File: src/rtl/core/jdc_pkg.sv
// Shared constants and lookup function for the Julian date to calendar converter.
package jdc_pkg;

    localparam int unsigned FRAC_BITS_DEF  = 16;
    localparam int unsigned DAY_BITS_DEF   = 23;

    localparam int unsigned MIN_PER_DAY    = 1440;
    localparam int unsigned MIN_PER_HOUR   = 60;
    localparam int unsigned HOUR_SHIFT     = 20;
    localparam int unsigned HOUR_MUL       = ((1 << HOUR_SHIFT) + MIN_PER_HOUR - 1) / MIN_PER_HOUR;

    localparam int unsigned GREG_START     = 2299161;
    localparam int unsigned ALPHA_OFS      = 7468865;
    localparam int unsigned ALPHA_DIV      = 146097;
    localparam int unsigned B_OFS          = 1524;
    localparam int unsigned C_OFS          = 2442;
    localparam int unsigned C_DIV          = 7305;
    localparam int unsigned D_MUL          = 1461;
    localparam int unsigned YEAR_OFS_LATE  = 4716;
    localparam int unsigned YEAR_OFS_EARLY = 4715;

    localparam int unsigned BD_W           = 9;
    localparam int unsigned BD_MIN         = 123;
    localparam int unsigned BD_MAX         = 488;

    localparam logic [3:0] MONTH_FEB       = 4'd2;
    localparam logic [3:0] E_MONTH_WRAP    = 4'd14;
    localparam logic [3:0] E_OFS_EARLY     = 4'd1;
    localparam logic [3:0] E_OFS_LATE      = 4'd13;

    // floor(30.6001 * e): days before month slot e
    function automatic logic [BD_W-1:0] e_days(input logic [3:0] e);
        logic [BD_W-1:0] days;
        case (e)
            4'd0:    days = 9'd0;
            4'd1:    days = 9'd30;
            4'd2:    days = 9'd61;
            4'd3:    days = 9'd91;
            4'd4:    days = 9'd122;
            4'd5:    days = 9'd153;
            4'd6:    days = 9'd183;
            4'd7:    days = 9'd214;
            4'd8:    days = 9'd244;
            4'd9:    days = 9'd275;
            4'd10:   days = 9'd306;
            4'd11:   days = 9'd336;
            4'd12:   days = 9'd367;
            4'd13:   days = 9'd397;
            4'd14:   days = 9'd428;
            default: days = 9'd459;
        endcase
        return days;
    endfunction

endpackage

File: src/rtl/core/julian_date_to_calendar.sv
// Pipelined conversion of a fixed-point Julian date to calendar date and time of day.

// julian_date_to_calendar takes one Julian date per cycle while date_stall is
// low (unsigned, DAY_BITS integer and FRAC_BITS fraction bits) and returns
// year (astronomical numbering, two's complement), month, day_of_month, hour
// and minute. The date is rounded down to a whole minute after adding half a
// day; day numbers below 2299161 use the Julian calendar, later ones the
// Gregorian. The result passes through ten register stages: minute scaling,
// day split, two stages for the reciprocal-multiply division by 146097, the
// Gregorian correction, two stages for the reciprocal-multiply division by
// 7305, the 1461/4 day count, the month search and the final assembly. Each
// stage has its own valid bit, and a stalled stage only holds the stages
// behind it that are full, so bubbles close up and the input keeps taking
// transfers while a finished result waits on cal_stall, until every stage is
// full.
module julian_date_to_calendar #(
    parameter int unsigned FRAC_BITS = jdc_pkg::FRAC_BITS_DEF,
    parameter int unsigned DAY_BITS  = jdc_pkg::DAY_BITS_DEF
) (
    input  logic                          clk,
    input  logic                          rst_n,
    input  logic                          date_valid,
    output logic                          date_stall,
    input  logic [DAY_BITS+FRAC_BITS-1:0] julian_date,
    output logic                          cal_valid,
    input  logic                          cal_stall,
    output logic signed [15:0]            year,
    output logic [3:0]                    month,
    output logic [4:0]                    day_of_month,
    output logic [4:0]                    hour,
    output logic [5:0]                    minute
);

    localparam int unsigned NST  = 10;
    localparam int unsigned ZW   = DAY_BITS + 1;     // day number incl. rounding carry
    localparam int unsigned XAW  = ZW + 2;           // 4*Z - offset
    localparam int unsigned MAW  = XAW - 17;         // reciprocal of 146097, also alpha width
    localparam int unsigned BW   = ZW + 1;           // A and B
    localparam int unsigned X2W  = BW + 5;           // 20*B - offset
    localparam int unsigned CW   = X2W - 12;         // reciprocal of 7305, also C width
    localparam int unsigned DW   = CW + 11;          // 1461*C
    localparam int unsigned MW   = FRAC_BITS + 12;   // minute scaling product
    localparam int unsigned BDW  = jdc_pkg::BD_W;

    localparam logic [63:0] MA_FULL = (64'd1 << XAW) / 64'(jdc_pkg::ALPHA_DIV);
    localparam logic [63:0] MC_FULL = (64'd1 << X2W) / 64'(jdc_pkg::C_DIV);
    localparam logic [MAW-1:0] MA   = MA_FULL[MAW-1:0];
    localparam logic [CW-1:0]  MC   = MC_FULL[CW-1:0];

    // ------------------------------------------------------------------
    // Valid bits and per-stage ready chain
    // ------------------------------------------------------------------
    logic [NST-1:0] vld_reg;
    logic [NST:0]   rdy;
    logic [NST-1:0] load;

    always_comb
    begin
        rdy[NST] = !cal_stall;
        for (int k = NST - 1; k >= 0; k--)
        begin
            rdy[k] = !vld_reg[k] || rdy[k+1];
        end
    end

    // a stage loads new payload when it is free to move and its source is full
    always_comb
    begin
        load[0] = rdy[0] && date_valid;
        for (int k = 1; k < NST; k++)
        begin
            load[k] = rdy[k] && vld_reg[k-1];
        end
    end

    always_ff @(posedge clk or negedge rst_n)
    begin
        if (!rst_n)
        begin
            vld_reg <= '0;
        end
        else
        begin
            if (rdy[0])
            begin
                vld_reg[0] <= date_valid;
            end
            for (int k = 1; k < NST; k++)
            begin
                if (rdy[k])
                begin
                    vld_reg[k] <= vld_reg[k-1];
                end
            end
        end
    end

    assign date_stall = !rdy[0];
    assign cal_valid  = vld_reg[NST-1];

    // ------------------------------------------------------------------
    // Stage 1: add half a day, scale fraction to minutes
    // ------------------------------------------------------------------
    logic [FRAC_BITS:0]    s1_frac_half;
    logic [MW-1:0]         s1_prod;
    logic [DAY_BITS-1:0]   s1_whole_reg;
    logic [11:0]           s1_mins_reg;

    assign s1_frac_half = {1'b0, julian_date[FRAC_BITS-1:0]}
                        + ((FRAC_BITS + 1)'(1) << (FRAC_BITS - 1));
    assign s1_prod      = MW'(s1_frac_half) * MW'(jdc_pkg::MIN_PER_DAY);

    always_ff @(posedge clk)
    begin
        if (load[0])
        begin
            s1_whole_reg <= julian_date[DAY_BITS+FRAC_BITS-1:FRAC_BITS];
            s1_mins_reg  <= s1_prod[MW-1:FRAC_BITS];
        end
    end

    // ------------------------------------------------------------------
    // Stage 2: fold minute overflow into the day number
    // ------------------------------------------------------------------
    logic            s2_wrap;
    logic [ZW-1:0]   s2_z;
    logic [11:0]     s2_mins_adj;
    logic [ZW-1:0]   s2_z_reg;
    logic [10:0]     s2_mod_reg;
    logic            s2_greg_reg;
    logic [XAW-1:0]  s2_xa_reg;

    assign s2_wrap     = s1_mins_reg >= 12'(jdc_pkg::MIN_PER_DAY);
    assign s2_z        = ZW'(s1_whole_reg) + ZW'(s2_wrap);
    assign s2_mins_adj = s2_wrap ? s1_mins_reg - 12'(jdc_pkg::MIN_PER_DAY) : s1_mins_reg;

    always_ff @(posedge clk)
    begin
        if (load[1])
        begin
            s2_z_reg    <= s2_z;
            s2_mod_reg  <= s2_mins_adj[10:0];
            s2_greg_reg <= s2_z >= ZW'(jdc_pkg::GREG_START);
            s2_xa_reg   <= (XAW'(s2_z) << 2) - XAW'(jdc_pkg::ALPHA_OFS);
        end
    end

    // ------------------------------------------------------------------
    // Stage 3: alpha estimate by reciprocal, hour by reciprocal
    // ------------------------------------------------------------------
    logic [XAW+MAW-1:0] s3_pa;
    logic [25:0]        s3_ph;
    logic [ZW-1:0]      s3_z_reg;
    logic               s3_greg_reg;
    logic [XAW-1:0]     s3_xa_reg;
    logic [MAW-1:0]     s3_qa_reg;
    logic [10:0]        s3_mod_reg;
    logic [4:0]         s3_hour_reg;

    assign s3_pa = (XAW + MAW)'(s2_xa_reg) * (XAW + MAW)'(MA);
    assign s3_ph = 26'(s2_mod_reg) * 26'(jdc_pkg::HOUR_MUL);

    always_ff @(posedge clk)
    begin
        if (load[2])
        begin
            s3_z_reg    <= s2_z_reg;
            s3_greg_reg <= s2_greg_reg;
            s3_xa_reg   <= s2_xa_reg;
            s3_qa_reg   <= s3_pa[XAW+MAW-1:XAW];
            s3_mod_reg  <= s2_mod_reg;
            s3_hour_reg <= s3_ph[jdc_pkg::HOUR_SHIFT+4:jdc_pkg::HOUR_SHIFT];
        end
    end

    // ------------------------------------------------------------------
    // Stage 4: correct alpha, split off minute
    // ------------------------------------------------------------------
    logic [XAW:0]   s4_rem;
    logic [10:0]    s4_min_full;
    logic [ZW-1:0]  s4_z_reg;
    logic           s4_greg_reg;
    logic [MAW-1:0] s4_alpha_reg;
    logic [4:0]     s4_hour_reg;
    logic [5:0]     s4_minute_reg;

    assign s4_rem      = (XAW + 1)'(s3_xa_reg)
                       - (XAW + 1)'(s3_qa_reg) * (XAW + 1)'(jdc_pkg::ALPHA_DIV);
    assign s4_min_full = s3_mod_reg - 11'(s3_hour_reg) * 11'(jdc_pkg::MIN_PER_HOUR);

    always_ff @(posedge clk)
    begin
        if (load[3])
        begin
            s4_z_reg      <= s3_z_reg;
            s4_greg_reg   <= s3_greg_reg;
            s4_alpha_reg  <= s3_qa_reg + MAW'(s4_rem >= (XAW + 1)'(jdc_pkg::ALPHA_DIV));
            s4_hour_reg   <= s3_hour_reg;
            s4_minute_reg <= s4_min_full[5:0];
        end
    end

    // ------------------------------------------------------------------
    // Stage 5: Gregorian correction, B and 20*B - 2442
    // ------------------------------------------------------------------
    logic [BW-1:0]  s5_a;
    logic [BW-1:0]  s5_b;
    logic [BW-1:0]  s5_b_reg;
    logic [X2W-1:0] s5_x2_reg;
    logic [4:0]     s5_hour_reg;
    logic [5:0]     s5_minute_reg;

    assign s5_a = s4_greg_reg
                ? BW'(s4_z_reg) + BW'(1) + BW'(s4_alpha_reg) - BW'(s4_alpha_reg >> 2)
                : BW'(s4_z_reg);
    assign s5_b = s5_a + BW'(jdc_pkg::B_OFS);

    always_ff @(posedge clk)
    begin
        if (load[4])
        begin
            s5_b_reg      <= s5_b;
            s5_x2_reg     <= (X2W'(s5_b) << 4) + (X2W'(s5_b) << 2) - X2W'(jdc_pkg::C_OFS);
            s5_hour_reg   <= s4_hour_reg;
            s5_minute_reg <= s4_minute_reg;
        end
    end

    // ------------------------------------------------------------------
    // Stage 6: C estimate by reciprocal
    // ------------------------------------------------------------------
    logic [X2W+CW-1:0] s6_pc;
    logic [BW-1:0]     s6_b_reg;
    logic [X2W-1:0]    s6_x2_reg;
    logic [CW-1:0]     s6_qc_reg;
    logic [4:0]        s6_hour_reg;
    logic [5:0]        s6_minute_reg;

    assign s6_pc = (X2W + CW)'(s5_x2_reg) * (X2W + CW)'(MC);

    always_ff @(posedge clk)
    begin
        if (load[5])
        begin
            s6_b_reg      <= s5_b_reg;
            s6_x2_reg     <= s5_x2_reg;
            s6_qc_reg     <= s6_pc[X2W+CW-1:X2W];
            s6_hour_reg   <= s5_hour_reg;
            s6_minute_reg <= s5_minute_reg;
        end
    end

    // ------------------------------------------------------------------
    // Stage 7: correct C
    // ------------------------------------------------------------------
    logic [X2W:0]   s7_rem;
    logic [BW-1:0]  s7_b_reg;
    logic [CW-1:0]  s7_c_reg;
    logic [4:0]     s7_hour_reg;
    logic [5:0]     s7_minute_reg;

    assign s7_rem = (X2W + 1)'(s6_x2_reg)
                  - (X2W + 1)'(s6_qc_reg) * (X2W + 1)'(jdc_pkg::C_DIV);

    always_ff @(posedge clk)
    begin
        if (load[6])
        begin
            s7_b_reg      <= s6_b_reg;
            s7_c_reg      <= s6_qc_reg + CW'(s7_rem >= (X2W + 1)'(jdc_pkg::C_DIV));
            s7_hour_reg   <= s6_hour_reg;
            s7_minute_reg <= s6_minute_reg;
        end
    end

    // ------------------------------------------------------------------
    // Stage 8: D = floor(1461*C/4), days into the shifted year
    // ------------------------------------------------------------------
    logic [DW-1:0]  s8_d4;
    logic [DW-3:0]  s8_bd_full;
    logic [CW-1:0]  s8_c_reg;
    logic [BDW-1:0] s8_bd_reg;
    logic [4:0]     s8_hour_reg;
    logic [5:0]     s8_minute_reg;

    assign s8_d4      = DW'(s7_c_reg) * DW'(jdc_pkg::D_MUL);
    assign s8_bd_full = (DW - 2)'(s7_b_reg) - s8_d4[DW-1:2];

    always_ff @(posedge clk)
    begin
        if (load[7])
        begin
            s8_c_reg      <= s7_c_reg;
            s8_bd_reg     <= s8_bd_full[BDW-1:0];
            s8_hour_reg   <= s7_hour_reg;
            s8_minute_reg <= s7_minute_reg;
        end
    end

    // ------------------------------------------------------------------
    // Stage 9: month slot E by threshold compares
    // ------------------------------------------------------------------
    logic [3:0]     s9_e;
    logic [CW-1:0]  s9_c_reg;
    logic [BDW-1:0] s9_bd_reg;
    logic [3:0]     s9_e_reg;
    logic [4:0]     s9_hour_reg;
    logic [5:0]     s9_minute_reg;

    // thresholds are monotonic; the highest one passed gives E
    always_comb
    begin
        s9_e = 4'd0;
        for (int k = 1; k < 16; k++)
        begin
            if (s8_bd_reg > jdc_pkg::e_days(4'(k)))
            begin
                s9_e = 4'(k);
            end
        end
    end

    always_ff @(posedge clk)
    begin
        if (load[8])
        begin
            s9_c_reg      <= s8_c_reg;
            s9_bd_reg     <= s8_bd_reg;
            s9_e_reg      <= s9_e;
            s9_hour_reg   <= s8_hour_reg;
            s9_minute_reg <= s8_minute_reg;
        end
    end

    // ------------------------------------------------------------------
    // Stage 10: day, month, year; output register
    // ------------------------------------------------------------------
    logic [BDW-1:0] s10_day;
    logic [3:0]     s10_month;
    logic [CW:0]    s10_year;
    logic [15:0]    year_reg;
    logic [3:0]     month_reg;
    logic [4:0]     day_reg;
    logic [4:0]     hour_reg;
    logic [5:0]     minute_reg;

    assign s10_day   = s9_bd_reg - jdc_pkg::e_days(s9_e_reg);
    assign s10_month = (s9_e_reg < jdc_pkg::E_MONTH_WRAP) ? s9_e_reg - jdc_pkg::E_OFS_EARLY
                                                          : s9_e_reg - jdc_pkg::E_OFS_LATE;
    // March onward belongs to the year that begins in the shifted calendar
    assign s10_year  = (s10_month > jdc_pkg::MONTH_FEB)
                     ? (CW + 1)'(s9_c_reg) - (CW + 1)'(jdc_pkg::YEAR_OFS_LATE)
                     : (CW + 1)'(s9_c_reg) - (CW + 1)'(jdc_pkg::YEAR_OFS_EARLY);

    always_ff @(posedge clk)
    begin
        if (load[9])
        begin
            year_reg   <= s10_year[15:0];
            month_reg  <= s10_month;
            day_reg    <= s10_day[4:0];
            hour_reg   <= s9_hour_reg;
            minute_reg <= s9_minute_reg;
        end
    end

    assign year         = $signed(year_reg);
    assign month        = month_reg;
    assign day_of_month = day_reg;
    assign hour         = hour_reg;
    assign minute       = minute_reg;

    // ------------------------------------------------------------------
    // Assertions
    // ------------------------------------------------------------------
    a_stage1_hold: assert property (@(posedge clk) disable iff (!rst_n)
        vld_reg[0] && !rdy[0] |=> vld_reg[0])
        else $error("stage 1 dropped an item while held");

    a_minute_range: assert property (@(posedge clk) disable iff (!rst_n)
        vld_reg[3] |-> s4_minute_reg < 6'(jdc_pkg::MIN_PER_HOUR) && s4_hour_reg <= 5'd23)
        else $error("time of day split out of range");

    a_bd_range: assert property (@(posedge clk) disable iff (!rst_n)
        vld_reg[7] |-> s8_bd_reg >= BDW'(jdc_pkg::BD_MIN) && s8_bd_reg <= BDW'(jdc_pkg::BD_MAX))
        else $error("day count within shifted year out of range");

    a_out_range: assert property (@(posedge clk) disable iff (!rst_n)
        cal_valid |-> month >= 4'd1 && month <= 4'd12
                   && day_of_month >= 5'd1 && day_of_month <= 5'd31)
        else $error("calendar result out of range");

endmodule

File: config.mk
export PLATFORM = sky130hd
export DESIGN_NAME = julian_date_to_calendar
export DESIGN_NICKNAME = d
export VERILOG_FILES = /design/src/rtl/core/jdc_pkg.sv /design/src/rtl/core/julian_date_to_calendar.sv
export SDC_FILE = /design/constraint.sdc
export NUM_CORES = 2
export LEC_CHECK = 0
export BUFFER_PORTS_ARGS = -buffer_cell sky130_fd_sc_hd__buf_2
export CORE_ASPECT_RATIO = 1.75
export CORE_UTILIZATION = 53
export DETAILED_ROUTE_END_ITERATION = 12
export GPL_ROUTABILITY_DRIVEN = 0
export PLACE_DENSITY = 0.72
export SLEW_MARGIN = 20
export SYNTH_ARGS = -nofsm -noshare
export SYNTH_HDL_FRONTEND = slang
export SYNTH_SLANG_ARGS = --single-unit
File: constraint.sdc
create_clock -name clk -period 7.14 [get_ports clk]
set_input_delay 1.428 -clock clk [delete_from_list [all_inputs] [get_ports clk]]
set_output_delay 1.428 -clock clk [all_outputs]
set_load 0.05 [all_outputs]
==> reports/results.md <==
- 2 — H-Tree Depth
- flop to flop — kind of critical path
- flop to flop — type of the worst min-delay path
- 6 — maximum fanout along the worst path
- 0.221 — gr usage total
- 0.06 ns — Clock Pin Slew Worst Setup and Hold Paths
- completed — result of the run
- 0 — count of maximum capacitance violations
- 0.60 ns — clock latency of the later-clocked register in the worst-skew pair
- 3 — Longest Clk Path Bufs
- 0.313 — sequential-to-total area share from yosys stat
- 0.404 — slew margin rel.
- 31400 — via count of the first global-routing pass
- 87400 sq um — full die area
- 0 — final-report setup violation count
- 6.95 ns — Final min period
- 477 — Synth Register Bits
- sky130_fd_sc_hd__clkbuf_16 — CTS root buf
- sky130_fd_sc_hd__inv_1 — most common library cell in the layout ignoring fill and taps
- 467 — number of flops mapped to enable cells by yosys
- 224 um — chip width
- done — CTS tree
- 0 — Yosys warnings
- adder cells — main combinational cell family by area after synthesis
- 0.0651 — simple-gate portion of the synthesized area
- 5.40 — vias per inst
- 0.583 — utilization after layout
- 0 — remaining antenna violation count after routing
- 144 MHz — maximum clock rate
- 5 — total iterations of the first detailed-routing run
- s6_hour_reg[3] — hold path start
- adder cells — cell family with the largest share of critical-path delay
- 93.3 mm — Routed Wire Length
- 390 um — die span in y
- 152 mm — first-pass GRT wire length
- 0.0458 — fraction of synthesized cell area in xor and xnor cells
- 0.0261 ns — Clock Skew
- s7_hour_reg[3] — Worst Hold Path EP
- 87 — post-synth cell types
- 0.0210 — fraction of registers with async set or reset after synthesis
- 0.534 — initial standard-cell utilization of the core
- sky130_fd_sc_hd__inv_1, sky130_fd_sc_hd__ha_1, sky130_fd_sc_hd__fa_1 — commonest cells after routing, fill and taps aside
- 0.00638 — multiplexer fraction of the synthesized cell area
- 0.417 — Synth Area in Adders
- 1213 — number of violations reported at the end of detailed-routing iteration 0
- 6 — critical path buffer and inverter count
- 0.0835 — share of the synthesized area in compound gates (AO/OA/AOI/OAI)
- sky130_fd_sc_hd__edfxtp_1 — primary flip-flop cell chosen by synthesis mapping
- 0.19 ns — setup slack of the most critical reg-to-reg path
- flop — CP Launch Type
- -0.353 ns — worst slack at placement
- 7.49 ns — worst path required time
- 0.190 ns — fin worst setup slack
- 45700 sq um — post-synthesis instance area
- 29100 — via count of the routed design
- 1 — antenna violations before repair
- 0.413 ns — Hold WS
- 78.8 mm — final HPWL from detailed placement
- sky130_fd_sc_hd__fa_1 — Critical Path Slowest Stage Cell
- 17.3 um — routed len/inst
- 5468 — Total Nets Final
- flop — nature of the critical path endpoint
- 0.973 — part of the cycle the worst path needs
- 11.4 sq um — Mapped Avg Cell Area
- 7.30 ns — Worst Path Arrival
- 0 — Hold Path Cell Cnt
- 477 — CTS sink cnt
- 142 — number of placement rows
- 80 — number of buffer cells added on primary ports
- 0 — final count of hold timing violations
- 4002 — Gate Count Post-Synth
- 0.894 ns — transition time of the tightest slew-check pin
- 81 — I/O pin count
- s7_c_reg[14] — reg-to-reg endpoint
- 5277 — syn_nets
- 0.0804 — layout cell share with drive strength beyond 1
- sky130_fd_sc_hd__fa_1 — CP dominant cell by count
- 9.11% — area growth from synthesis to final layout
- 85500 sq um — Core Footprint
- 45 — number of buffers added by the clock tree synthesis step
- s6_qc_reg[8] — launch point of the worst reg-to-reg path
- 0 — global-route congestion overflow total
- 0 — Max Slew Vio Count
- 70 — pin count of the biggest net entering global routing
- 29 — worst reg2reg path depth
- 0 — DRC Markers
- 0.53 ns — delay contributed by the slowest stage of the critical path
==> what timing repair did <==
action	CTS	global route
resized for setup	9	38
hold endpoints to repair	0	0
cloned	0	0
pin swaps	7	31
buffers inserted	1	6
hold buffers	0	0
setup endpoints to repair	15	15
==> layout make-up <==
cell class	count	area, sq um
clock inverters	28	293
fillers	6988	35600
well taps	1152	1440
diodes	1	2.50
inverters	815	3060
clock buffers	55	1160
repair buffers	180	1170
multi-input cells	2674	28400
flip-flops and latches	477	14300
==> metrics by stage <==
| step | setup TNS (ns) | instances | instance area [sq um] |
|---|---|---|---|
| 3_5_place_dp | -2.10 | 5290 | 48100 |
| 5_1_grt | -0.0444 | 5381 | 49800 |
| 6_report | 0 | 5382 | 49800 |
| 3_3_place_gp | -0.791 | 5290 | 48100 |
| 2_1_floorplan | 0 | 4002 | 45700 |
| 4_1_cts | 0 | 5374 | 49600 |
==> worst max path at each step <==
| stage | cells past startpoint | end | start |
|---|---|---|---|
| finish | 29 | s7_c_reg[14] | s6_qc_reg[8] |
| global route | 29 | s7_c_reg[14] | s6_qc_reg[8] |
| CTS | 27 | s7_c_reg[14] | s6_qc_reg[5] |
| detailed placement | 25 | s7_c_reg[14] | s6_qc_reg[6] |
| global placement | 28 | s7_c_reg[14] | s6_qc_reg[7] |
| floorplan | 28 | s7_c_reg[14] | s6_qc_reg[7] |
==> Yosys cell counts, types with 6 or more instances <==
cell	instances	area share
sky130_fd_sc_hd__a2111oi_0	8	0.0015
sky130_fd_sc_hd__a211oi_1	27	0.0044
sky130_fd_sc_hd__a21boi_0	7	0.0012
sky130_fd_sc_hd__a21o_1	70	0.012
sky130_fd_sc_hd__a21oi_1	158	0.017
sky130_fd_sc_hd__a221oi_1	6	0.0012
sky130_fd_sc_hd__a31o_2	8	0.0015
sky130_fd_sc_hd__a31oi_1	29	0.0040
sky130_fd_sc_hd__and2_1	16	0.0022
sky130_fd_sc_hd__and3_1	28	0.0038
sky130_fd_sc_hd__clkbuf_1	31	0.0025
sky130_fd_sc_hd__dfrtp_1	10	0.0055
sky130_fd_sc_hd__edfxtp_1	467	0.31
sky130_fd_sc_hd__fa_1	481	0.21
sky130_fd_sc_hd__ha_1	751	0.21
sky130_fd_sc_hd__inv_1	815	0.067
sky130_fd_sc_hd__mux2i_1	19	0.0042
sky130_fd_sc_hd__nand2_1	150	0.012
sky130_fd_sc_hd__nand2b_1	30	0.0041
sky130_fd_sc_hd__nand3_1	56	0.0061
sky130_fd_sc_hd__nand4_1	35	0.0048
sky130_fd_sc_hd__nor2_1	138	0.011
sky130_fd_sc_hd__nor2b_1	29	0.0040
sky130_fd_sc_hd__nor3_1	50	0.0055
sky130_fd_sc_hd__nor4_1	9	0.0012
sky130_fd_sc_hd__o211ai_1	12	0.0020
sky130_fd_sc_hd__o21a_1	30	0.0049
sky130_fd_sc_hd__o21ai_0	108	0.012
sky130_fd_sc_hd__o21bai_1	17	0.0028
sky130_fd_sc_hd__o22ai_1	14	0.0019
sky130_fd_sc_hd__o31a_1	7	0.0013
sky130_fd_sc_hd__o31ai_1	10	0.0016
sky130_fd_sc_hd__or2_2	13	0.0018
sky130_fd_sc_hd__or3_1	12	0.0016
sky130_fd_sc_hd__xnor2_1	166	0.032
sky130_fd_sc_hd__xor2_1	71	0.014
==> metal layers <==
layer | track usage | vias up | part of all wire
met5 | 0 | - | 0.00014
met4 | 0.125 | 2 | 0.062
met3 | 0.0198 | 265 | 0.022
met2 | 0.453 | 558 | 0.58
met1 | 0.207 | 14300 | 0.34
li1 | - | 13900 | -
==> logic make-up after synthesis <==
group	Yosys count
AOI/OAI and AO/OA	582
muxes	26
DFF	477
buffers and inverters	851
adders and majority gates	1232
and+or+nand+nor	596
xor gates and xnor gates	238
Power is left out: the tool's default activity adds up to more than one toggle a clock period on the data nets, which glitch-free logic cannot reach.
